**src/rtl/core/skhi_pkg.sv**
```systemverilog
package skhi_pkg;

	// Table, key slot and key byte geometry.
	localparam int TABLE_ENTRIES = 128;
	localparam int KEY_SLOTS     = 64;
	localparam int KEY_BYTES     = 64;
	localparam int TBL_AW        = $clog2(TABLE_ENTRIES);
	localparam int SLOT_AW       = $clog2(KEY_SLOTS);
	localparam int BYTE_AW       = $clog2(KEY_BYTES);
	localparam int LEN_W         = BYTE_AW + 1;
	localparam int CNT_W         = SLOT_AW + 1;

	localparam logic [31:0] HASH_SEED = 32'd5381;
	localparam logic [CNT_W-1:0] MAX_KEYS_RESET = CNT_W'(KEY_SLOTS);

	// Result status codes.
	typedef enum logic [1:0] {
		ST_OK        = 2'd0,
		ST_NOT_FOUND = 2'd1,
		ST_DUPLICATE = 2'd2,
		ST_FULL      = 2'd3
	} status_t;

	// Commands from the controller to the datapath.
	typedef struct packed {
		logic    absorb;
		logic    load_probe;
		logic    probe_next;
		logic    clr_i;
		logic    inc_i;
		logic    set_found;
		logic    set_empty;
		logic    cpy_wr;
		logic    fin_insert;
		logic    emit;
		status_t st;
	} cmd_t;

	// Status from the datapath to the controller.
	typedef struct packed {
		logic last_byte;
		logic func;
		logic entry_valid;
		logic hash_eq;
		logic len_eq;
		logic len_zero;
		logic byte_eq;
		logic i_last;
		logic probe_end;
		logic found;
		logic have_empty;
		logic full;
	} stat_t;

endpackage

```
**src/rtl/core/skhi_ctrl.sv**
```systemverilog
module skhi_ctrl (
	input  logic           clk,
	input  logic           arst_n,
	input  logic           start,
	output logic           busy,
	input  skhi_pkg::stat_t stat,
	output skhi_pkg::cmd_t  cmd
);
	import skhi_pkg::*;

	typedef enum logic [8:0] {
		S_IDLE    = 9'b000000001,
		S_PRB_RD  = 9'b000000010,
		S_PRB_CHK = 9'b000000100,
		S_LEN_CHK = 9'b000001000,
		S_CMP_RD  = 9'b000010000,
		S_CMP_CHK = 9'b000100000,
		S_DECIDE  = 9'b001000000,
		S_CPY_RD  = 9'b010000000,
		S_CPY_WR  = 9'b100000000
	} state_t;

	state_t state_q, state_d;
	logic   fin;

	assign busy = (state_q != S_IDLE);

	// State register.
	always_ff @(posedge clk or negedge arst_n) begin
		if (!arst_n) begin
			state_q <= S_IDLE;
		end else begin
			state_q <= state_d;
		end
	end

	// Next state and command decode.
	always_comb begin
		state_d = state_q;
		cmd     = '0;
		cmd.st  = ST_OK;
		fin     = 1'b0;
		case (state_q)
			S_IDLE: begin
				if (start) begin
					cmd.absorb = 1'b1;
					if (stat.last_byte) begin
						cmd.load_probe = 1'b1;
						state_d        = S_PRB_RD;
					end
				end
			end
			S_PRB_RD: begin
				state_d = S_PRB_CHK;
			end
			S_PRB_CHK: begin
				if (!stat.entry_valid) begin
					cmd.set_empty = 1'b1;
					state_d       = S_DECIDE;
				end else if (stat.hash_eq) begin
					state_d = S_LEN_CHK;
				end else if (stat.probe_end) begin
					state_d = S_DECIDE;
				end else begin
					cmd.probe_next = 1'b1;
					state_d        = S_PRB_RD;
				end
			end
			S_LEN_CHK: begin
				if (stat.len_eq && stat.len_zero) begin
					cmd.set_found = 1'b1;
					state_d       = S_DECIDE;
				end else if (stat.len_eq) begin
					cmd.clr_i = 1'b1;
					state_d   = S_CMP_RD;
				end else if (stat.probe_end) begin
					state_d = S_DECIDE;
				end else begin
					cmd.probe_next = 1'b1;
					state_d        = S_PRB_RD;
				end
			end
			S_CMP_RD: begin
				state_d = S_CMP_CHK;
			end
			S_CMP_CHK: begin
				if (stat.byte_eq && stat.i_last) begin
					cmd.set_found = 1'b1;
					state_d       = S_DECIDE;
				end else if (stat.byte_eq) begin
					cmd.inc_i = 1'b1;
					state_d   = S_CMP_RD;
				end else if (stat.probe_end) begin
					state_d = S_DECIDE;
				end else begin
					cmd.probe_next = 1'b1;
					state_d        = S_PRB_RD;
				end
			end
			S_DECIDE: begin
				if (!stat.func) begin
					cmd.emit = 1'b1;
					cmd.st   = stat.found ? ST_OK : ST_NOT_FOUND;
					state_d  = S_IDLE;
				end else if (stat.found) begin
					cmd.emit = 1'b1;
					cmd.st   = ST_DUPLICATE;
					state_d  = S_IDLE;
				end else if (stat.full || !stat.have_empty) begin
					cmd.emit = 1'b1;
					cmd.st   = ST_FULL;
					state_d  = S_IDLE;
				end else if (stat.len_zero) begin
					fin = 1'b1;
				end else begin
					cmd.clr_i = 1'b1;
					state_d   = S_CPY_RD;
				end
			end
			S_CPY_RD: begin
				state_d = S_CPY_WR;
			end
			S_CPY_WR: begin
				cmd.cpy_wr = 1'b1;
				if (stat.i_last) begin
					fin = 1'b1;
				end else begin
					cmd.inc_i = 1'b1;
					state_d   = S_CPY_RD;
				end
			end
			default: begin
				state_d = S_IDLE;
			end
		endcase
		// Commit of an insert: table entry, key length and count.
		if (fin) begin
			cmd.fin_insert = 1'b1;
			cmd.emit       = 1'b1;
			cmd.st         = ST_OK;
			state_d        = S_IDLE;
		end
	end

endmodule

```
**config.mk**
```make
export PLATFORM = sky130hd
export DESIGN_NAME = skhi_ctrl
export DESIGN_NICKNAME = d
export VERILOG_FILES = /design/src/rtl/core/skhi_pkg.sv /design/src/rtl/core/skhi_ctrl.sv
export SDC_FILE = /design/constraint.sdc
export NUM_CORES = 1
export LEC_CHECK = 0
export ABC_AREA = 0
export BUFFER_PORTS_ARGS = -buffer_cell sky130_fd_sc_hd__clkbuf_2
export CAP_MARGIN = 30
export CORE_MARGIN = 4
export CORE_UTILIZATION = 40
export DETAILED_ROUTE_END_ITERATION = 16
export HOLD_SLACK_MARGIN = 0.12
export PLACE_DENSITY = 0.71
export SETUP_SLACK_MARGIN = 0.1
export SYNTH_ARGS = -nofsm -noshare
export SYNTH_HDL_FRONTEND = slang
export SYNTH_SLANG_ARGS = --single-unit
```
**constraint.sdc**
```tcl
create_clock -name clk -period 2.29 [get_ports clk]
set_input_delay 0 -clock clk [delete_from_list [all_inputs] [get_ports clk]]
set_output_delay 0 -clock clk [all_outputs]
set_load 0.01 [all_outputs]
```
Yosys cells after proc, flatten, opt, wreduce, memory -nomap -nowiden
Index checks and enable logic that the tools add are counted.
{"block": "op_classes", "n_shift": 0, "n_mul": 0, "magnitude_cmp": 0, "eq_ne": 14, "reduce_logical": 5, "bitwise": 0, "addsub": 0, "n_div": 0, "muxes": 55}
{"cell": "2-to-1 mux 9 bit", "n": 12}
{"cell": "case mux 9 bit (9 select lines)", "n": 1}
{"cell": "2-to-1 mux 1 bit", "n": 26}
{"cell": "2-to-1 mux 7 bit", "n": 3}
{"cell": "2-to-1 mux 3 bit", "n": 4}
{"cell": "equality test 9 x 1 -> 1 bit (second input constant)", "n": 1}
{"cell": "equality test 9 x 2 -> 1 bit (second input constant)", "n": 1}
{"cell": "equality test 9 x 3 -> 1 bit (second input constant)", "n": 1}
{"cell": "equality test 9 x 4 -> 1 bit (second input constant)", "n": 1}
{"cell": "equality test 9 x 5 -> 1 bit (second input constant)", "n": 1}
{"cell": "equality test 9 x 6 -> 1 bit (second input constant)", "n": 1}
{"cell": "equality test 9 x 7 -> 1 bit (second input constant)", "n": 1}
{"cell": "equality test 9 x 8 -> 1 bit (second input constant)", "n": 1}
{"cell": "equality test 9 bit (second input constant)", "n": 1}
{"cell": "!= test 3 bit (second input constant)", "n": 3}
{"cell": "!= test 9 x 1 -> 1 bit (second input constant)", "n": 1}
{"cell": "case mux 1 bit (2 select lines)", "n": 4}
{"cell": "2-to-1 mux 2 bit", "n": 3}
{"cell": "!= test 6 bit (second input constant)", "n": 1}
{"cell": "2-to-1 mux 4 bit", "n": 1}
{"cell": "AND reduction 4 bit", "n": 1}
{"cell": "case mux 1 bit (3 select lines)", "n": 1}
{"cell": "logical AND 1 bit", "n": 2}
{"cell": "logical NOT 1 bit", "n": 1}
{"cell": "logical OR 1 bit", "n": 1}
{"block": "word_totals", "rom_bits": 0, "ram_bits": 0, "wordCells": 75, "latch_bits": 0, "n_memories": 0, "regBits": 9}

Depth between registers and ports, before layout
{"block": "depth", "word_depth": 8, "mapped_depth": 6}

Least setup slack after synthesis
Ideal clock, no wire load.
{"block": "synth_timing", "kind": "register to register", "start": "register state_q[0]", "end": "register state_q[1]", "n_path_buf": 1, "t_arrival_ps": 1467, "required_time_ps": 2164, "stages_incl_launch_ff": 6, "synth_period_minus_slack_ps": 1593, "path_slack_ps": 697, "setup_ps": 126, "path_cell_list": "dfstp_2 -> clkbuf_1 -> xor2_1 -> o211a_1 -> o211ai_1 -> o2bb2a_1"}
{"block": "synth_via", "elab_chain_cells": 4, "elab_cells_between_ends": 17}
{"element": "start: declaration", "line": "skhi_ctrl.sv:23", "text": "state_t state_q, state_d;"}
{"element": "start signal: assignment", "line": "skhi_ctrl.sv:33", "text": "state_q <= state_d;"}
{"element": "equality test 9 bit / equality test 9 x 7 -> 1 bit (equally long branches)", "line": "skhi_ctrl.sv:43", "text": "case (state_q)"}
{"element": "case mux 1 bit (2 select lines)", "line": "skhi_ctrl.sv:43"}
{"element": "!= test 6 bit (no source line) / != test 3 bit (equally long branches)"}
{"element": "AND reduction 4 bit (no source line)"}
Several ways; a longest one is shown, not always the timed one.
A chain may end at the register's enable or synchronous reset.

==> impl_results.md <==
* Detailed Place HPWL at about 1700 µm
* Hold Fails Final Rpt at 0
* Unrepaired setup endpoints after global routing: false
* Initial Util at between 40% and 50%
* Kind of critical path: in -> out
* Register area share after synthesis at 28.41%
* Maxcap violations at 0
* DR pass1 iterations at 4
* Inserted Clock Buffers at 3
* Die W at around 53 µm
* Crit start category: primary input
* Remaining DRCs at 0
* RePlAce Congestion at 0.8788
* Initial antenna violation count at 0
* Total number of vias at ~880
* Synth warn at 0
* Setup Skew at ~3.3 ps
* Iter 0 DRT Violations at 14
* # rows at 15
* Multi-input logic area at between 500 and 600 µm²
* Hold Crit Class: in -> async
* Post-synthesis cell count at 98
* Worst Path Arrival at 2020 ps
* Post-CTS setup buffers at 0
* Vias per inst at between 5 and 6
* Syn Nets at approximately 110
* CP max FO at 3
* H-Tree Depth at 1
* Clock Sinks at 9
* Global Route Usage Sum at a little under a fifth
* Largest register FFs at 9
* Post-synth top flop: dfrtp_1
* Clock tree from TritonCTS: yes
* Register area at 226.5 µm²
* Setup violations, final at 0
* Layout cell share with drive strength beyond 1 at 29.85%
* GR Overflow Total at 0
* Worst slew margin at between 70% and 80%
* Setup tns final at 0 ps
* Biggest regs: state_q: 9 flops
* Synth Cell Area at 797.0 µm²
* Post-Syn Area per Cell at between 8 and 9 µm²
* Required time worst endpoint at about 2300 ps
* Lkg Pwr at 0.0005219 µW
* Clk pin slew, worst setup/hold paths at 70 ps
* Port buffer count at 27
* Cell variety after synth at 45
* Pins Over Slew Limit at 0
* Status: complete, no violations
* Worst-Skew Late Latency at about 270 ps
* Vias in the first global route at 830
* Final Util at 59.17%
* Die H at between 50 and 60 µm
* Synth Register Bits at 9
* Peak VDD IR at between 0.0007 and 0.0008 V
* PD cells at ~630 nW/µm²
* Diode count at 0
* Post-route ant nets at 0
* Crit end category: primary output
* CTS Root Cell: clkbuf_4
* Largest net degree at the start of global routing at 13
* Clock Tree Buf Depth at 2
* # fillers at around 180
* Worst Tran Pin Value at 434.0 ps
* FFs w/ async S/R, synth at between 90% and 100%
* Global-route wire length before repair at roughly 3700 µm
* Nets at 150
* Hold slack at around 130 ps
* Top reg by flops: state_q
* Final Critical Period at between 2000 and 2500 ps
* Core Region at between 1500 and 2000 µm²
* Final period utilization at between 80 and 90%
* Number of flops mapped to enable cells by yosys at 0
* Ports at 28
* Die area at between 2000 and 3000 µm²
* Synth-to-layout area growth at 33.75%
* Drt total wl at 2261 µm
* WL/cell at between 10 and 15 µm
* Fmax at roughly 500 MHz
[repair_timing]
action | CTS | global route
endpoints found under the hold margin | 12 | 0
hold buffers | 8 | 0
resized for setup | 0 | 2
setup endpoints to repair | 0 | 1
[area by class of cell]
class / instances / share of cell area [%]
Inverter: 8 / 2.817
Sequential cell: 9 / 21.24
Clock buffer: 3 / 2.113
Timing Repair Buffer: 36 / 20.89
Tap cell: 25 / 2.934
Multi-Input combinational cell: 77 / 49.53
Clock inverter: 1 / 0.4695
[metrics by stage]
stage / worst slack, ps / cells / total power, µW / instance area, µm²
after global placement: 633.6 / 147 / 529.6 / 943.4
after floorplan: 697.0 / 98 / 433.5 / 797.0
after detailed placement: 607.7 / 147 / 530.4 / 943.4
after CTS: 196.3 / 159 / 671.2 / 1051
after global routing: 126.6 / 159 / 721.7 / 1066
final: 272.1 / 159 / 669.1 / 1066
[cells in the mapped netlist (2+ instances only)]
master    instances  area, µm²
and4_1            3      26.28
nand4_1           3      18.77
nand2b_1          3      18.77
xor2_1            2      17.52
nor3_1            3      15.01
or3_1             2      12.51
nor4_1            2      12.51
nor2_1           11      41.29
nor2b_1           3      18.77
o21ai_0           5      25.02
nand2_1           6      22.52
nor4bb_1          2      20.02
o22ai_1           2      12.51
a21oi_1           6      30.03
inv_1             7      26.28
dfrtp_1           8      200.2
nand3_1           2      10.01
[power by group]
group	internal (µW)	switching [µW]	leakage (µW)
clock	64.6	61.7	0.0000177
combinational	147	160	0.000383
sequential	186	50.5	0.000121
[per-layer routing]
layer  vias up  global-route usage [%]  part of all wire, %
li1        443                       -                    -
met1       406                   22.03                   45
met2        27                   29.55                   49
met3         2                   5.698                  5.5
met4         0                   5.957                 0.97
met5         -                       0                    0
[cells by family (layout without fill, tap and decap cells)]
| group | count (synthesis) | in the layout | synth area share (%) |
|---|---|---|---|
| AND/OR/NAND/NOR | 47 | 47 | 36.42 |
| buffers and inverters | 12 | 48 | 7.221 |
| XOR/XNOR | 2 | 2 | 2.198 |
| multiplexers | 1 | 1 | 1.256 |
| AO/OA/AOI/OAI | 27 | 27 | 24.49 |
| flip-flops | 9 | 9 | 28.41 |
[worst max-delay path, stage by stage]
cell           delay, ps
dlygate4sd3_1        540
clkbuf_2             140
nor4bb_4             350
dlygate4sd3_1        610
nand2_1               70
a21oi_1              140
clkbuf_2             160
[final timing paths]
check / slack, ps / depth (start not counted) / endpoint / startpoint
hold / removal: 130 / 2 / state_q[6] / arst_n
min in group clk: 140 / 3 / state_q[6] / stat[5]
max in group asynchronous: 1900 / 2 / state_q[0] / arst_n
setup / recovery: 270 / 7 / cmd[8] / stat[0]
setup reg to reg: 280 / 4 / state_q[3] / state_q[8]
hold reg to reg: 600 / 2 / state_q[5] / state_q[4]
[placed cells by master (no fill, tap or decap), types with 2 or more instances in the layout]
cell type	n
clkbuf_4	3
nor2b_1	3
nand2_1	6
dlygate4sd3_1	8
clkbuf_2	27
a21oi_1	6
and4_1	3
nand3_1	2
nor3_1	3
o21ai_0	5
inv_1	7
xor2_1	2
nor4_1	2
nor2_1	11
nand4_1	3
o22ai_1	2
or3_1	2
dfrtp_1	8
nand2b_1	3
Power figures use the tool's default switching activity.
